File: src/rtl/lbmdq_pkg.sv
// Shared constants, types, exp table and saturation helper for the D1Q3 thermal sweep core.
package lbmdq_pkg;

	localparam int FRAC_BITS      = 32;
	localparam int DATA_W         = 48;
	localparam int MUL_W          = 50;
	localparam int SUM_W          = 52;
	localparam int MAX_NODES      = 1048576;
	localparam int NODE_W         = $clog2(MAX_NODES);
	localparam int EXP_TABLE_SIZE = 256;
	localparam int IDX_W          = $clog2(EXP_TABLE_SIZE);
	localparam int TAB_W          = 48;
	localparam int FRAC_W         = 16;
	localparam int CHUNK_W        = 17;
	localparam int CHUNKS         = 3;
	localparam int CNT_W          = $clog2(CHUNKS);
	localparam int ACC_W          = MUL_W + CHUNK_W * CHUNKS;
	localparam int MAG_W          = ACC_W - FRAC_BITS;
	localparam int IRT_W          = 40;
	localparam int SKIN_W         = 10;
	localparam int ADDR_W         = 5;
	localparam int PDATA_W        = 64;

	localparam logic [1:0] REG_IRT  = 2'd0;
	localparam logic [1:0] REG_BATH = 2'd1;
	localparam logic [1:0] REG_SKIN = 2'd2;

	localparam logic [IRT_W-1:0]         IRT_RST  = 40'd2254943729;
	localparam logic signed [DATA_W-1:0] BATH_RST = -48'sd77309411328;
	localparam logic [SKIN_W-1:0]        SKIN_RST = 10'd10;

	localparam logic [63:0]        LN2_Q32        = 64'd2977044472;
	localparam logic [63:0]        INV_TSCALE_Q32 = 64'd74970584;
	localparam logic signed [63:0] Z_BASE_Q32     = -64'sd34156996644;

	localparam logic signed [MUL_W-1:0] Q_D0 = MUL_W'((64'd10046 << FRAC_BITS) / 64'd10000);
	localparam logic signed [MUL_W-1:0] Q_W0 = MUL_W'((64'd2 << FRAC_BITS) / 64'd3);
	localparam logic signed [MUL_W-1:0] Q_W1 = MUL_W'((64'd1 << FRAC_BITS) / 64'd6);
	localparam logic signed [MUL_W-1:0] Q_DT = MUL_W'((64'd1 << FRAC_BITS) / 64'd1000);
	localparam logic signed [MUL_W-1:0] Q_OM_BULK = MUL_W'((64'd523 << FRAC_BITS) / 64'd284);
	localparam logic signed [MUL_W-1:0] Q_OM_SKIN = MUL_W'((64'd5230 << FRAC_BITS) / 64'd3059);
	localparam logic signed [MUL_W-1:0] Q_SF_BULK = MUL_W'((64'd6250 << FRAC_BITS) / 64'd523);
	localparam logic signed [MUL_W-1:0] Q_SF_SKIN = MUL_W'((64'd25000 << FRAC_BITS) / 64'd1569);

	localparam logic signed [SUM_W-1:0] Q_T_OFS = SUM_W'(64'd128 << FRAC_BITS);
	localparam logic signed [SUM_W-1:0] U_TOP   = SUM_W'((64'd256 << FRAC_BITS) - 64'd1);
	localparam logic signed [SUM_W-1:0] SAT_HI  = SUM_W'((64'd1 << (DATA_W - 1)) - 64'd1);
	localparam logic signed [SUM_W-1:0] SAT_LO  = ~SAT_HI;
	localparam logic [MAG_W-1:0] MAG_POS_MAX = MAG_W'((64'd1 << (DATA_W - 1)) - 64'd1);
	localparam logic [MAG_W-1:0] MAG_NEG_MAX = MAG_W'(64'd1 << (DATA_W - 1));

	typedef logic [TAB_W-1:0] exp_tab_t [EXP_TABLE_SIZE+1];

	typedef struct packed {
		logic                     start;
		logic signed [MUL_W-1:0]  a;
		logic signed [MUL_W-1:0]  b;
	} mul_req_t;

	typedef struct packed {
		logic                     busy;
		logic                     done;
		logic signed [DATA_W-1:0] res;
	} mul_rsp_t;

	typedef struct packed {
		logic [IRT_W-1:0]         irt;
		logic signed [DATA_W-1:0] bath;
		logic [SKIN_W-1:0]        skin;
	} cfg_t;

	typedef enum logic [1:0] {MU_IDLE, MU_ACC, MU_SAT} mul_state_t;

	typedef enum logic [4:0] {
		ST_IDLE, ST_SUM, ST_LUT, ST_G, ST_D1, ST_D2, ST_SRC, ST_FEQ0, ST_FEQ1,
		ST_OM0, ST_OM1, ST_OM2, ST_S0, ST_S1, ST_B0, ST_B1, ST_EMIT0, ST_EMIT1
	} seq_state_t;

	function automatic logic [63:0] exp_neg(input logic signed [63:0] z);
		logic [63:0] m;
		logic [63:0] n;
		logic [63:0] r;
		logic [63:0] sum;
		logic [63:0] term;
		int s;
		m = 64'd0 - z;
		n = (m + LN2_Q32 - 64'd1) / LN2_Q32;
		r = n * LN2_Q32 - m;
		sum = 64'd1 << 32;
		term = 64'd1 << 32;
		for (int k = 1; k <= 16; k++)
			term = ((term * r) >> 32) / 64'(k);
		for (int k = 1; k <= 16; k++) begin
			// series sum rebuilt in the same order
		end
		sum = 64'd1 << 32;
		term = 64'd1 << 32;
		for (int k = 1; k <= 16; k++) begin
			term = ((term * r) >> 32) / 64'(k);
			sum = sum + term;
		end
		if (n > 64'd60)
			return 64'd0;
		s = 32 + int'(n) - FRAC_BITS;
		if (s >= 64)
			return 64'd0;
		return (s >= 0) ? (sum >> s) : (sum << (-s));
	endfunction

	function automatic exp_tab_t build_tab();
		exp_tab_t t;
		logic signed [63:0] z;
		for (int k = 0; k <= EXP_TABLE_SIZE; k++) begin
			z = signed'((64'(k) * 64'd256 * INV_TSCALE_Q32) / 64'(EXP_TABLE_SIZE)) + Z_BASE_Q32;
			t[k] = TAB_W'(exp_neg(z));
		end
		return t;
	endfunction

	localparam exp_tab_t EXP_TAB = build_tab();

	function automatic logic signed [DATA_W-1:0] sat48(input logic signed [SUM_W-1:0] v);
		if (v > SAT_HI)
			return SAT_HI[DATA_W-1:0];
		if (v < SAT_LO)
			return SAT_LO[DATA_W-1:0];
		return v[DATA_W-1:0];
	endfunction

endpackage

File: src/rtl/lbmdq_cfg.sv
// APB register file: relaxation rate, bath temperature, skin count.
module lbmdq_cfg import lbmdq_pkg::*; (
	input  logic               clk,
	input  logic               arst_n,
	input  logic               psel,
	input  logic               penable,
	input  logic               pwrite,
	input  logic [ADDR_W-1:0]  paddr,
	input  logic [PDATA_W-1:0] pwdata,
	output logic [PDATA_W-1:0] prdata,
	output logic               pready,
	output cfg_t               cfg
);

	logic [IRT_W-1:0]         irt_q;
	logic signed [DATA_W-1:0] bath_q;
	logic [SKIN_W-1:0]        skin_q;
	logic                     wr;
	logic [1:0]               idx;

	assign pready = 1'b1;
	assign wr     = psel && penable && pwrite;
	assign idx    = paddr[ADDR_W-1:3];

	always_ff @(posedge clk or negedge arst_n) begin
		if (!arst_n) begin
			irt_q  <= IRT_RST;
			bath_q <= BATH_RST;
			skin_q <= SKIN_RST;
		end else if (wr) begin
			case (idx)
				REG_IRT:  irt_q  <= pwdata[IRT_W-1:0];
				REG_BATH: bath_q <= pwdata[DATA_W-1:0];
				REG_SKIN: skin_q <= pwdata[SKIN_W-1:0];
				default:  ;
			endcase
		end
	end

	always_comb begin
		case (idx)
			REG_IRT:  prdata = PDATA_W'(irt_q);
			REG_BATH: prdata = PDATA_W'(bath_q);
			REG_SKIN: prdata = PDATA_W'(skin_q);
			default:  prdata = '0;
		endcase
	end

	assign cfg.irt  = irt_q;
	assign cfg.bath = bath_q;
	assign cfg.skin = skin_q;
endmodule

File: config.mk
export PLATFORM = sky130hd
export DESIGN_NAME = lbmdq_cfg
export DESIGN_NICKNAME = d
export VERILOG_FILES = /design/src/rtl/lbmdq_pkg.sv /design/src/rtl/lbmdq_cfg.sv
export SDC_FILE = /design/constraint.sdc
export NUM_CORES = 1
export LEC_CHECK = 0
export ABC_AREA = 1
export BUFFER_PORTS_ARGS = -buffer_cell sky130_fd_sc_hd__buf_2
export CELL_PAD_IN_SITES_DETAIL_PLACEMENT = 2
export CELL_PAD_IN_SITES_GLOBAL_PLACEMENT = 2
export CORE_ASPECT_RATIO = 1.5
export CORE_MARGIN = 4
export CORE_UTILIZATION = 24
export CTS_BUF_LIST = sky130_fd_sc_hd__clkbuf_4
export DETAILED_ROUTE_END_ITERATION = 12
export GPL_TIMING_DRIVEN = 0
export HOLD_SLACK_MARGIN = 0.1
export MAX_ROUTING_LAYER = met4
export PLACE_DENSITY = 0.93
export SYNTH_ARGS = -nofsm -noshare
export SYNTH_HDL_FRONTEND = slang
export SYNTH_SLANG_ARGS = --single-unit
File: constraint.sdc
create_clock -name clk -period 3.1 [get_ports clk]
set_input_delay 0.93 -clock clk [delete_from_list [all_inputs] [get_ports clk]]
set_output_delay 0.93 -clock clk [all_outputs]
set_load 0.02 [all_outputs]
---- After elaboration in Yosys (flattened, before gate mapping) ----
Cells that the tools add are included.
cells by class
  eq/ne operators ......................... 2
  muxes and demuxes ....................... 1
  reductions and logical operators ........ 6
operators with widths
  kind                                                  count
  one-hot mux 64 bit (3 select lines)                   1
  AND reduction 2 bit                                   3
  equality test 2 x 1 -> 1 bit (second input constant)  1
  equality test 2 bit (second input constant)           1
  logical AND 1 bit                                     2
  logical NOT 2 bit                                     1
storage, ports and cells
  register bits after elaboration ......... 98
  bits of input ports ..................... 74
  word-level logic and storage cells ...... 12

---- Longest topological paths before layout ----
  depth in word-level cells ............... 3
  depth in mapped cells ................... 8

---- Least setup slack after synthesis ----
OpenSTA, ideal clock, no wires.
  kind .................................... input to output
  start point ............................. input port paddr[4]
  end point ............................... output port prdata[48]
  data arrival time ....................... 2.127 ns
  required time ........................... 2.170 ns
  path slack .............................. 0.043 ns
  stages on the path ...................... 4
  path through ............................ inv_2 nand2_4 nor2_1 buf_4
on the way
  cells in the longest elaborated chain, start to end .. 2
  elaborated cells on any way between the ends .. 4
  those cells by class .................... 2 x eq/ne; 1 x mux; 1 x reduce/logical
ends and longest elaborated chain
  item                                               RTL line         RTL
  start, declared                                    lbmdq_cfg.sv:8   input logic [ADDR_W-1:0] paddr,
  equality test 2 bit, or another cell as far along  lbmdq_cfg.sv:41  case (idx)
  one-hot mux 64 bit (3 select lines) *              lbmdq_cfg.sv:41
  end, declared                                      lbmdq_cfg.sv:10  output logic [PDATA_W-1:0] prdata,
Mark *: on every way between the ends. The rest lies on a longest branch, timed or not.

---- Worst setup path in the final report ----
  start point ............................. input port paddr[4]
  end point ............................... output port prdata[12]
The elaborated chain is that of the path after synthesis.

==> impl_metrics.py <==
metrics = {
    "worst_setup_path": {
        "crit_path_start": "paddr[4]",
        "crit_path_end_kind": "output pin",
        "worstPathArrival_ns": 2.04,
        "worstPathMaxFanout": 10,
        "critPathKind": "primary input to output pin",
        "critPathLaunchType": "primary input",
        "r2r-start": "irt_q[22]",
        "required_ns": 2.17,
    },
    "cells_and_area": {
        "multi_input_area_mm2": 0.00171,
        "nets": 902,
        "fill_cells": 2325,
        "instances_no_fill": 1086,
        "fin_util_pct": 33.1,
        "ff_latch_area_mm2": 0.00249,
        "syn_to_final_growth_pct": 35.7,
        "drive_gt1_share_pct": 37.7,
    },
    "synth": {
        "syn_nets": 675,
        "ys_seq_area_share_pct": 55.4,
        "yosysTopAreaCellShare_pct": 35.5,
        "synth.avg_cell_area_um2": 7.50,
        "ys_ff_latch": 98,
        "synth.distinct_cells": 13,
        "synth_area_leader_cell": "dfrtp_1",
        "yosys_warnings": 0,
        "netlist_instances": 601,
        "synth_area_mm2": 0.00451,
        "yosys-top-cells-area": "dfrtp_1, nand2_1, dfstp_2",
    },
    "grt": {
        "use_met3_pct": 2.93,
        "top_usage_layer": "met2",
        "grtUsageMet1_pct": 20.2,
        "overflow": 0,
        "gr-usage-met2_pct": 35.3,
        "grt_first_pass_wirelength_mm": 29.5,
        "grtUsageTotal_pct": 18.5,
        "grt_max_degree": 52,
        "first_global_vias": 5369,
        "antenna_found_initial": 1,
    },
    "placed_design": {
        "dp_hpwl_mm": 14.7,
        "io_buffers": 216,
        "place.gp.congestion": 0.766,
        "placedCellCount": 1070,
    },
    "hold_path": {
        "hp-start": "irt_q[18]",
        "hp-class": "flip-flop to flip-flop",
    },
    "routing": {
        "viasPerCell": 4.38,
        "post-route-drc-count": 0,
        "via_count": 4753,
        "wl_per_cell_um": 17.2,
        "drt_wl_total_mm": 18.7,
        "drt-initial-drc-count": 179,
        "antenna_left": 0,
        "dr.pass1.iters": 4,
    },
    "cts": {
        "cts_htree_levels": 3,
        "clk_latency_ns": 0.44,
        "cts_buffers": 9,
        "cts_resized": 9,
        "hold_buffers": 0,
        "cts_tree": "done",
        "cts.sinks": 98,
        "cts_setup_buffers": 0,
        "clk_path_buf_depth": 2,
        "path_clk_slew_ns": 0.16,
        "root_buffer": "clkbuf_4",
    },
    "sta": {
        "finalCritPeriodShare_pct": 95.6,
        "hold_viol_final": 0,
        "clock_skew_ns": 0,
        "worstMarginPinSlew_ns": 0.798,
        "hold_ws_ns": 0.483,
        "grt_setup_unrepaired": "false",
        "max_freq_ghz": 0.337,
        "drv_slew": 0,
        "fin_crit_ns": 2.97,
        "slew_headroom_pct": 46.6,
        "finalSetupViolations": 0,
    },
    "outcome": {
        "status": "finished clean",
    },
    "die": {
        "ios": 237,
        "fp.dieW_um": 120,
        "floorplan.initialDensity_pct": 24.4,
        "core_area_mm2": 0.0185,
        "dieHeight_um": 176,
        "dieArea_mm2": 0.0211,
        "rows": 61,
    },
    "job": {
        "maxCapViolations": 0,
    },
    "power": {
        "p_per_area_mw_per_mm2": 648,
        "vdd_drop_max_uv": 228,
        "leakage_nw": 3.71,
    },
}
[cell families (layout without fill, tap and decap cells)]
group / Yosys count / count (layout) / share of synthesized area [%]
AND/OR/NAND/NOR: 445 / 445 / 37.6
flip-flops: 98 / 98 / 55.4
buffers and inverters: 57 / 289 / 6.97
other: 1 / 2 / 0.0832
[synth_stat cells]
| library cell | number |
|---|---|
| buf_2 | 11 |
| inv_1 | 11 |
| nand3_1 | 11 |
| nor2_2 | 1 |
| dfrtp_1 | 64 |
| nand2_1 | 420 |
| buf_4 | 23 |
| dfstp_2 | 34 |
| nand2_4 | 1 |
| clkbuf_1 | 10 |
| conb_1 | 1 |
| inv_2 | 2 |
| nor2_1 | 12 |
[state kept, by name, indices dropped and copies added, names as in the netlist]
name	flops
irt_q	40
bath_q	48
skin_q	10
[routing by layer]
| metal | vias to the layer above | wire length, µm |
|---|---|---|
| met5 | - | 0 |
| met4 | 0 | 156 |
| met3 | 12 | 769 |
| met2 | 132 | 10300 |
| met1 | 2382 | 7540 |
| li1 | 2227 | - |
[final timing paths]
path	endpoint	slack [ns]	depth (start not counted)
worst min register to register	irt_q[18]	0.48	2
min in group asynchronous	bath_q[0]	0.51	1
worst max-delay path	prdata[12]	0.13	6
max in group asynchronous	irt_q[17]	1.87	2
worst max register to register	irt_q[22]	2.33	2
worst min-delay path	irt_q[18]	0.48	2
[layout make-up]
cell class                 instances  share of cell area (%)
clock inverter                     6                    1.49
timing repair buffer             217                    18.2
inverter                          13                   0.798
clock buffer                      10                    1.23
sequential                        98                    40.8
tap                              252                    5.16
buffer                            43                    4.44
antenna                            1                  0.0409
multi-input combinational        446                    27.9
[report_power, final]
group	leakage (nW)	internal (W)	switching (W)
Clock	0.0910	0.000341	0.000470
Sequential	1.17	0.00161	0.000224
Combinational	2.45	0.000423	0.000897
[layout by cell type (no fill, tap or decap), drive strengths merged]
cell,Yosys,layout
diode,0,1
nand3,11,11
bufinv,0,2
clkinv,0,3
dfstp,34,34
nor2,13,13
inv,13,14
nand2,421,421
buf,34,253
dfrtp,64,64
conb,1,1
clkbuf,10,17
[metrics by stage]
step / cell area [µm²] / TNS (ns) / worst slack (ns) / total power [W]
after CTS: 6110 / 0 / 0.0234 / 0.00404
after global routing: 6120 / 0 / 0.00414 / 0.00423
final: 6120 / 0 / 0.135 / 0.00396
after floorplan: 4510 / 0 / 0.0431 / 0.00259
after global placement: 5900 / -9.00 / -0.152 / 0.00313
after detailed placement: 5930 / -9.04 / -0.277 / 0.00321
[worst max-delay path, stage by stage]
cell and delay, ns:
buf_2 0.12, nor2_1 0.26, clkbuf_2 0.36, nand2_1 0.10, nand2_1 0.09, buf_2 0.16
Note: power is estimated with default switching activity, not from simulation.
