## config.mk

```make
export PLATFORM = sky130hd
export DESIGN_NAME = lbmdq_mul
export DESIGN_NICKNAME = d
export VERILOG_FILES = /design/src/rtl/lbmdq_pkg.sv /design/src/rtl/lbmdq_mul.sv
export SDC_FILE = /design/constraint.sdc
export NUM_CORES = 2
export LEC_CHECK = 0
export BUFFER_PORTS_ARGS = -buffer_cell sky130_fd_sc_hd__buf_2
export CAP_MARGIN = 20
export CORE_ASPECT_RATIO = 0.6
export CORE_MARGIN = 2
export CORE_UTILIZATION = 55
export CTS_BUF_LIST = sky130_fd_sc_hd__clkbuf_2 sky130_fd_sc_hd__clkbuf_4 sky130_fd_sc_hd__clkbuf_8
export CTS_CLUSTER_DIAMETER = 100
export DETAILED_ROUTE_END_ITERATION = 7
export PLACE_DENSITY_LB_ADDON = 0.3
export RECOVER_POWER = 100
export SLEW_MARGIN = 10
export SYNTH_ARGS = -nofsm -noshare
export SYNTH_HDL_FRONTEND = slang
export SYNTH_SLANG_ARGS = --single-unit
```

## constraint.sdc

```tcl
create_clock -name clk -period 7.9 [get_ports clk]
set_input_delay 0 -clock clk [delete_from_list [all_inputs] [get_ports clk]]
set_output_delay 0 -clock clk [all_outputs]
set_load 0.05 [all_outputs]
```

## src/rtl/lbmdq_pkg.sv

```systemverilog
// Shared constants, types, exp table and saturation helper for the D1Q3 thermal sweep core.
package lbmdq_pkg;

	localparam int FRAC_BITS      = 32;
	localparam int DATA_W         = 48;
	localparam int MUL_W          = 50;
	localparam int SUM_W          = 52;
	localparam int MAX_NODES      = 1048576;
	localparam int NODE_W         = $clog2(MAX_NODES);
	localparam int EXP_TABLE_SIZE = 256;
	localparam int IDX_W          = $clog2(EXP_TABLE_SIZE);
	localparam int TAB_W          = 48;
	localparam int FRAC_W         = 16;
	localparam int CHUNK_W        = 17;
	localparam int CHUNKS         = 3;
	localparam int CNT_W          = $clog2(CHUNKS);
	localparam int ACC_W          = MUL_W + CHUNK_W * CHUNKS;
	localparam int MAG_W          = ACC_W - FRAC_BITS;
	localparam int IRT_W          = 40;
	localparam int SKIN_W         = 10;
	localparam int ADDR_W         = 5;
	localparam int PDATA_W        = 64;

	localparam logic [1:0] REG_IRT  = 2'd0;
	localparam logic [1:0] REG_BATH = 2'd1;
	localparam logic [1:0] REG_SKIN = 2'd2;

	localparam logic [IRT_W-1:0]         IRT_RST  = 40'd2254943729;
	localparam logic signed [DATA_W-1:0] BATH_RST = -48'sd77309411328;
	localparam logic [SKIN_W-1:0]        SKIN_RST = 10'd10;

	localparam logic [63:0]        LN2_Q32        = 64'd2977044472;
	localparam logic [63:0]        INV_TSCALE_Q32 = 64'd74970584;
	localparam logic signed [63:0] Z_BASE_Q32     = -64'sd34156996644;

	localparam logic signed [MUL_W-1:0] Q_D0 = MUL_W'((64'd10046 << FRAC_BITS) / 64'd10000);
	localparam logic signed [MUL_W-1:0] Q_W0 = MUL_W'((64'd2 << FRAC_BITS) / 64'd3);
	localparam logic signed [MUL_W-1:0] Q_W1 = MUL_W'((64'd1 << FRAC_BITS) / 64'd6);
	localparam logic signed [MUL_W-1:0] Q_DT = MUL_W'((64'd1 << FRAC_BITS) / 64'd1000);
	localparam logic signed [MUL_W-1:0] Q_OM_BULK = MUL_W'((64'd523 << FRAC_BITS) / 64'd284);
	localparam logic signed [MUL_W-1:0] Q_OM_SKIN = MUL_W'((64'd5230 << FRAC_BITS) / 64'd3059);
	localparam logic signed [MUL_W-1:0] Q_SF_BULK = MUL_W'((64'd6250 << FRAC_BITS) / 64'd523);
	localparam logic signed [MUL_W-1:0] Q_SF_SKIN = MUL_W'((64'd25000 << FRAC_BITS) / 64'd1569);

	localparam logic signed [SUM_W-1:0] Q_T_OFS = SUM_W'(64'd128 << FRAC_BITS);
	localparam logic signed [SUM_W-1:0] U_TOP   = SUM_W'((64'd256 << FRAC_BITS) - 64'd1);
	localparam logic signed [SUM_W-1:0] SAT_HI  = SUM_W'((64'd1 << (DATA_W - 1)) - 64'd1);
	localparam logic signed [SUM_W-1:0] SAT_LO  = ~SAT_HI;
	localparam logic [MAG_W-1:0] MAG_POS_MAX = MAG_W'((64'd1 << (DATA_W - 1)) - 64'd1);
	localparam logic [MAG_W-1:0] MAG_NEG_MAX = MAG_W'(64'd1 << (DATA_W - 1));

	typedef logic [TAB_W-1:0] exp_tab_t [EXP_TABLE_SIZE+1];

	typedef struct packed {
		logic                     start;
		logic signed [MUL_W-1:0]  a;
		logic signed [MUL_W-1:0]  b;
	} mul_req_t;

	typedef struct packed {
		logic                     busy;
		logic                     done;
		logic signed [DATA_W-1:0] res;
	} mul_rsp_t;

	typedef struct packed {
		logic [IRT_W-1:0]         irt;
		logic signed [DATA_W-1:0] bath;
		logic [SKIN_W-1:0]        skin;
	} cfg_t;

	typedef enum logic [1:0] {MU_IDLE, MU_ACC, MU_SAT} mul_state_t;

	typedef enum logic [4:0] {
		ST_IDLE, ST_SUM, ST_LUT, ST_G, ST_D1, ST_D2, ST_SRC, ST_FEQ0, ST_FEQ1,
		ST_OM0, ST_OM1, ST_OM2, ST_S0, ST_S1, ST_B0, ST_B1, ST_EMIT0, ST_EMIT1
	} seq_state_t;

	function automatic logic [63:0] exp_neg(input logic signed [63:0] z);
		logic [63:0] m;
		logic [63:0] n;
		logic [63:0] r;
		logic [63:0] sum;
		logic [63:0] term;
		int s;
		m = 64'd0 - z;
		n = (m + LN2_Q32 - 64'd1) / LN2_Q32;
		r = n * LN2_Q32 - m;
		sum = 64'd1 << 32;
		term = 64'd1 << 32;
		for (int k = 1; k <= 16; k++)
			term = ((term * r) >> 32) / 64'(k);
		for (int k = 1; k <= 16; k++) begin
			// series sum rebuilt in the same order
		end
		sum = 64'd1 << 32;
		term = 64'd1 << 32;
		for (int k = 1; k <= 16; k++) begin
			term = ((term * r) >> 32) / 64'(k);
			sum = sum + term;
		end
		if (n > 64'd60)
			return 64'd0;
		s = 32 + int'(n) - FRAC_BITS;
		if (s >= 64)
			return 64'd0;
		return (s >= 0) ? (sum >> s) : (sum << (-s));
	endfunction

	function automatic exp_tab_t build_tab();
		exp_tab_t t;
		logic signed [63:0] z;
		for (int k = 0; k <= EXP_TABLE_SIZE; k++) begin
			z = signed'((64'(k) * 64'd256 * INV_TSCALE_Q32) / 64'(EXP_TABLE_SIZE)) + Z_BASE_Q32;
			t[k] = TAB_W'(exp_neg(z));
		end
		return t;
	endfunction

	localparam exp_tab_t EXP_TAB = build_tab();

	function automatic logic signed [DATA_W-1:0] sat48(input logic signed [SUM_W-1:0] v);
		if (v > SAT_HI)
			return SAT_HI[DATA_W-1:0];
		if (v < SAT_LO)
			return SAT_LO[DATA_W-1:0];
		return v[DATA_W-1:0];
	endfunction

endpackage

```

## src/rtl/lbmdq_mul.sv

```systemverilog
// Shared saturating Q32 multiplier, 17-bit digit per cycle.
module lbmdq_mul import lbmdq_pkg::*; (
	input  logic     clk,
	input  logic     arst_n,
	input  mul_req_t req,
	output mul_rsp_t rsp
);

	mul_state_t                    state_q, state_d;
	logic [CNT_W-1:0]              cnt_q;
	logic                          neg_q;
	logic [MUL_W-1:0]              amag_q;
	logic [CHUNK_W*CHUNKS-1:0]     bmag_q;
	logic [ACC_W-1:0]              acc_q;
	logic signed [DATA_W-1:0]      res_q;
	logic                          done_q;
	logic                          load, acc_en, sat_en;
	logic [CHUNK_W-1:0]            chunk;
	logic [MUL_W+CHUNK_W-1:0]      pp;
	logic [MAG_W-1:0]              m;
	logic signed [DATA_W-1:0]      res_d;
	logic [MUL_W-1:0]              a_abs, b_abs;

	always_comb begin
		state_d = state_q;
		case (state_q)
			MU_IDLE: if (req.start) state_d = MU_ACC;
			MU_ACC:  if (cnt_q == CNT_W'(CHUNKS - 1)) state_d = MU_SAT;
			MU_SAT:  state_d = MU_IDLE;
			default: state_d = MU_IDLE;
		endcase
	end

	always_comb begin
		load   = 1'b0;
		acc_en = 1'b0;
		sat_en = 1'b0;
		case (state_q)
			MU_IDLE: load = req.start;
			MU_ACC:  acc_en = 1'b1;
			MU_SAT:  sat_en = 1'b1;
			default: ;
		endcase
	end

	assign a_abs = req.a[MUL_W-1] ? MUL_W'(-req.a) : MUL_W'(req.a);
	assign b_abs = req.b[MUL_W-1] ? MUL_W'(-req.b) : MUL_W'(req.b);
	assign chunk = bmag_q[CHUNK_W*CHUNKS-1 -: CHUNK_W];
	assign pp    = amag_q * chunk;
	assign m     = acc_q[ACC_W-1:FRAC_BITS];

	always_comb begin
		if (!neg_q)
			res_d = (m > MAG_POS_MAX) ? SAT_HI[DATA_W-1:0] : m[DATA_W-1:0];
		else
			res_d = (m > MAG_NEG_MAX) ? SAT_LO[DATA_W-1:0] : -m[DATA_W-1:0];
	end

	always_ff @(posedge clk or negedge arst_n) begin
		if (!arst_n) begin
			state_q <= MU_IDLE;
			cnt_q   <= '0;
			done_q  <= 1'b0;
		end else begin
			state_q <= state_d;
			done_q  <= sat_en;
			if (load)
				cnt_q <= '0;
			else if (acc_en)
				cnt_q <= cnt_q + CNT_W'(1);
		end
	end

	always_ff @(posedge clk) begin
		if (load) begin
			neg_q  <= req.a[MUL_W-1] ^ req.b[MUL_W-1];
			amag_q <= a_abs;
			bmag_q <= (CHUNK_W*CHUNKS)'(b_abs);
			acc_q  <= '0;
		end else if (acc_en) begin
			acc_q  <= (acc_q << CHUNK_W) + ACC_W'(pp);
			bmag_q <= bmag_q << CHUNK_W;
		end
		if (sat_en)
			res_q <= res_d;
	end

	assign rsp.busy = (state_q != MU_IDLE);
	assign rsp.done = done_q;
	assign rsp.res  = res_q;

	a_start_idle: assert property (@(posedge clk) disable iff (!arst_n)
		req.start |-> !rsp.busy) else $error("multiplier started while busy");
	a_done_after_sat: assert property (@(posedge clk) disable iff (!arst_n)
		done_q |-> $past(state_q) == MU_SAT) else $error("done without saturate cycle");
	a_acc_len: assert property (@(posedge clk) disable iff (!arst_n)
		state_q == MU_SAT |-> $past(cnt_q) == CNT_W'(CHUNKS - 1))
		else $error("wrong digit count");
endmodule

```

## Word-level counts from Yosys, hierarchy flattened

Cells that the tools add are included.

| word-level totals | value |
|---|---|
| bits in registers | 256 |
| input bits | 103 |
| word-level logic and storage cells | 43 |

| cells by class | value |
|---|---|
| $add $sub $neg | 5 |
| multipliers | 1 |
| magnitude comparators | 2 |
| equal/unequal tests | 5 |
| mux-type cells | 15 |
| bitwise logic cells | 1 |
| reduce and logical (&&, ||, !) cells | 4 |

Operators by type and width:

| operator | count |
|---|---|
| 50-bit two-way mux | 3 |
| 48-bit two-way mux | 3 |
| 101-bit by 67-bit adder with 101-bit output | 1 |
| 50-bit negation | 2 |
| 69-bit by 47-bit > comparator with 1-bit output (second input constant) | 1 |
| 69-bit by 48-bit > comparator with 1-bit output (second input constant) | 1 |
| 50-bit by 17-bit multiplier with 67-bit output | 1 |
| 49-bit two-way mux | 1 |
| 48-bit negation | 1 |
| 2-bit two-way mux | 4 |
| 2-bit == test (second input constant) | 2 |
| 2-bit != test (second input constant) | 2 |
| 2-bit one-hot mux with 2 select lines | 1 |
| 2-bit nonzero test | 2 |
| 1-bit two-way mux | 3 |
| 2-bit by 1-bit adder with 2-bit output (second input constant) | 1 |
| 2-bit by 1-bit == test with 1-bit output (second input constant) | 1 |
| 2-bit logical NOT | 1 |
| 2-bit AND reduction | 1 |
| 1-bit XOR | 1 |

## Logic depth before layout (Yosys ltp)

| depth | value |
|---|---|
| word-level depth | 4 |
| depth in mapped cells | 28 |
| mapped depth without buffers | 24 |

## Worst setup path after synthesis

OpenSTA, ideal clock, no wires.

| timing path | value |
|---|---|
| kind | register to register |
| start | reg bmag_q[47] |
| end | reg acc_q[78] |
| setup time | 133 ps |
| arrival time | 6697 ps |
| setup slack | 1070 ps |
| stages on the path, launching flop included | 26 |
| path buffers | 4 |
| clock period less this slack | 6830 ps |
| path through | edfxtp_1 -> clkbuf_1 -> clkbuf_1 -> nand2_1 -> fa_1 -> inv_1 -> fa_1 -> fa_1 -> fa_1 -> fa_1 -> inv_1 -> fa_1 -> inv_1 -> ha_1 -> clkbuf_1 -> and2_1 -> a221oi_1 -> o21ai_0 -> a221o_1 -> a221o_1 -> o21a_1 -> o21a_1 -> clkbuf_1 -> nand4_1 -> xor2_1 -> a21oi_1 |

| between the ends | value |
|---|---|
| longest elaborated chain between the ends | 2 |

RTL lines:

| element | line | source |
|---|---|---|
| start: declaration | lbmdq_mul.sv:13 | `logic [CHUNK_W*CHUNKS-1:0] bmag_q;` |
| start signal: assignment | lbmdq_mul.sv:78 | `bmag_q <= (CHUNK_W*CHUNKS)'(b_abs);` |
| start signal: assignment | lbmdq_mul.sv:82 | `bmag_q <= bmag_q << CHUNK_W;` |
| 50-bit by 17-bit multiplier with 67-bit output | lbmdq_mul.sv:49 | `assign pp = amag_q * chunk;` |
| 101-bit by 67-bit adder with 101-bit output | lbmdq_mul.sv:81 | `acc_q <= (acc_q << CHUNK_W) + ACC_W'(pp);` |
| end signal: assignment | lbmdq_mul.sv:81 |  |
| end: declaration | lbmdq_mul.sv:14 | `logic [ACC_W-1:0] acc_q;` |

No other way between the ends.
A chain may end at the register's enable or synchronous reset.

## Final worst setup path

| timing path | value |
|---|---|
| start | reg acc_q[32] |
| end | reg res_q[18] (data pin) |

| between the ends | value |
|---|---|
| longest elaborated chain between the ends | 3 |
| elaborated cells on any way between the ends | 6 |

RTL lines:

| element | line | source |
|---|---|---|
| 69-bit by 47-bit > comparator with 1-bit output (tied with other cells) | lbmdq_mul.sv:54 | `res_d = (m > MAG_POS_MAX) ? SAT_HI[DATA_W-1:0] : m[DATA_W-1:0];` |
| 48-bit two-way mux (on tied branches) | lbmdq_mul.sv:54, lbmdq_mul.sv:56 |  |
| 48-bit two-way mux * | lbmdq_mul.sv:53 | `if (!neg_q)` |
| via res_d[18] | lbmdq_mul.sv:21 | `logic signed [DATA_W-1:0] res_d;` |
| end signal: assignment | lbmdq_mul.sv:85 | `res_q <= res_d;` |
| end: declaration | lbmdq_mul.sv:15 | `logic signed [DATA_W-1:0] res_q;` |

Mark *: on every way through the listed nets, which the timed path passes. The rest lies on a longest branch.

==> summary.md <==
| Metric | Value |
|---|---|
| Share of the synthesized area in the top cell type | 37.3% |
| Post-synth top cells | 958 x inv_1, 845 x nand2_1, 769 x fa_1 |
| Period utilization | a little over nine tenths |
| First-pass GRT wire length | between 200000 and 250000 um |
| DRT antenna net count | 0 |
| Vias in the first global route | around 35000 |
| Clock buffer depth | 3 |
| Synth Flop Type | edfxtp_1 |
| Max_cap viols | 8 |
| Ranking of synthesized cells by area | fa_1 37%, edfxtp_1 11%, inv_1 8.7% |
| CTS H-tree lvls | 2 |
| Mapped cell area | 0.0413 mm^2 |
| Total vias in the final route | 34900 |
| Register area | 0.00664 mm^2 |
| # fillers | 6308 |
| Max Clk Rate | 0.129 GHz |
| Yosys top cell by area | fa_1 |
| Class of the worst hold path | in -> reg |
| Yosys cell types | 76 |
| Post-synth EDFFs | ~150 |
| Dpl cell area | around 0.043 mm^2 |
| Design area | 0.0462 mm^2 |
| WP data arrival | 8.08 ns |
| Endpoints failing setup | 0 |
| Worst slew pin tran | around 4.0 ns |
| GRT Util Overall | 34.9% |
| Register area share after synthesis | 16.1% |
| NumNets Final | between 6000 and 7000 |
| Clk_skew | 0.0527 ns |
| Ports | 153 |
| PortBufs | about 150 |
| Worst-path fanout max | 38 |
| Total grt overflow | 0 |
| Num rows | slightly below 80 |
| Failing checks | capacitance limit, slew limit |
| DR vias/cell | between 5 and 6 |
| Worst-path clk slew | approximately 0.070 ns |
| Initial DRC count | 4200 |
| Router iterations before antenna repair | 5 |
| Initial Utilization | a little under three fifths |
| Share of cells above drive strength 1 | 6.76% |
| Largest net degree at the start of global routing | 82 |
| Core area | around 0.074 mm^2 |
| Min Clock Period, post-route | just under 8 ns |
| RD Place Congestion | about 1.0 |
| #FFs+latches synth | 256 |
| Required time of the worst setup path | 8.24 ns |
| Net count after synthesis | 5801 |
| Crit Path Class | reg -> reg |
| Final TNS setup | 0 ns |
| Setup crit end kind | flop |
| Multi-input logic area | between 0.02 and 0.03 mm^2 |
| Die Span X | 358 um |
| Top-count cell post-synth | inv_1 |
| Post-route setup slack | approximately 0.17 ns |
| Clock root cell | clkbuf_8 |
| Place WS | approximately 0.2 ns |
| P&R area growth vs syn | 11.8% |
| Status | complete, but fails checks |
| Unrepaired setup endpoints after global routing | no |
| Antenna violations before repair | 12 |
| Slew Limit Fails | 360 |
| Gate Count Post-Synth | 4765 |
| Detailed placer's ending HPWL | 103000 um |
| CTS Sinks | around 260 |
| Fin. Hold Viols | 0 |
| Full die area | roughly 0.077 mm^2 |
| FFs w/ async S/R, synth | 1.95% |
| DR WL/cell | 21.9 um |
| Slew HR | -167% |
| CTS tree | yes |
| CTS Buf Count | 45 |
| Syn avg cell area | 8.67 um^2 |
| Startpoint types | flop |
| YS warnings | 0 |
| WL final | between 100000 and 150000 um |
| Worst skew pair latency | roughly 0.67 ns |
| Die Y | 216 um |
| DRC Markers | 0 |
==> sequential cells by signal, summed over array words and instances (netlist names) <==
name	count
amag_q	50
state_q	2
bmag_q	51
neg_q	1
acc_q	101
cnt_q	2
res_q	48
done_q	1
==> cells in the final DEF (no fill, tap or decap), types with 33 or more instances in the layout <==
| master | instances |
|---|---|
| buf_2 | 99 |
| ha_1 | 164 |
| clkbuf_8 | 48 |
| nand4_1 | 45 |
| clkbuf_1 | 65 |
| nand2_1 | 846 |
| or3_1 | 43 |
| fa_1 | 769 |
| nand3_1 | 45 |
| nor2_1 | 132 |
| inv_1 | 957 |
| o21ai_0 | 212 |
| o31ai_1 | 38 |
| and2_1 | 289 |
| o311ai_0 | 37 |
| buf_12 | 33 |
| buf_4 | 103 |
| xor2_1 | 82 |
| xnor2_1 | 95 |
| nor3_1 | 54 |
| dlygate4sd3_1 | 147 |
| dfxtp_1 | 101 |
| edfxtp_1 | 149 |
| a21oi_1 | 138 |
==> stage by stage <==
step | hold slack (ns) | util [%] | cells
CTS | 0.0461 | 61.9 | 5971
global placement | -0.178 | 58.6 | 5742
finish | 0.136 | 62.4 | 6014
global route | 0.181 | 62.4 | 6005
detailed placement | -0.176 | 58.6 | 5742
floorplan | -0.296 | - | 4765
==> worst paths after layout <==
check	startpoint	endpoint	slack, ns	cells past startpoint
min in group asynchronous	arst_n	state_q[0]	0.29	3
max in group asynchronous	arst_n	done_q	7.40	3
max reg2reg	acc_q[32]	res_q[18]	0.17	12
min reg2reg	acc_q[23]	acc_q[23]	0.46	2
max	acc_q[32]	res_q[18]	0.17	12
min	req[50]	amag_q[0]	0.14	2
==> per-layer routing <==
layer  up-vias  GRT usage, %  share of wire (%)
met2      2264          45.5                 38
met5         -             0              0.018
met1     17300          55.1                 45
met3       201          13.0                 16
met4         4          6.04                1.9
li1      15100             -                  -
==> critical path, stage by stage, from the launching register on <==
cell	delay (ns)
dfxtp_1	0.43
inv_1	0.29
ha_1	0.24
or3b_1	0.43
or4_1	0.53
nand4bb_1	0.43
or3_1	0.49
or3_1	0.48
o21ai_0	1.25
nand2_1	1.14
clkinv_2	0.46
nand2_2	0.50
o311ai_0	0.74
==> timing repair <==
item                                   in CTS  in global routing
setup buffers                               0                 30
hold buffers                              147                  0
setup endpoints to repair                   0                 34
gates resized for setup                     0                  5
endpoints found under the hold margin     121                  0
==> cell type report <==
type | instances | area share [%]
inverters | 960 | 7.81
clock buffers | 70 | 1.79
well taps | 987 | 2.67
diodes | 13 | 0.0705
repair buffers | 449 | 7.93
flip-flops and latches | 256 | 14.4
clock inverters | 12 | 0.398
multi-input cells | 3267 | 64.9
==> cell families (layout without fill, tap and decap cells) <==
group	count (synthesis)	in the layout	share of synthesized area, %
AND/OR/NAND/NOR	1588	1588	18.1
XOR/XNOR	177	177	3.75
multiplexers	4	4	0.0969
other	0	13	0
buffers and inverters	1242	1491	11.4
flip-flops	256	256	16.1
adder cells (fa/ha/maj)	933	933	42.2
AO/OA/AOI/OAI	565	565	8.40
Power is left out: the tool's default activity adds up to more than one toggle a clock period on the data nets, which glitch-free logic cannot reach.
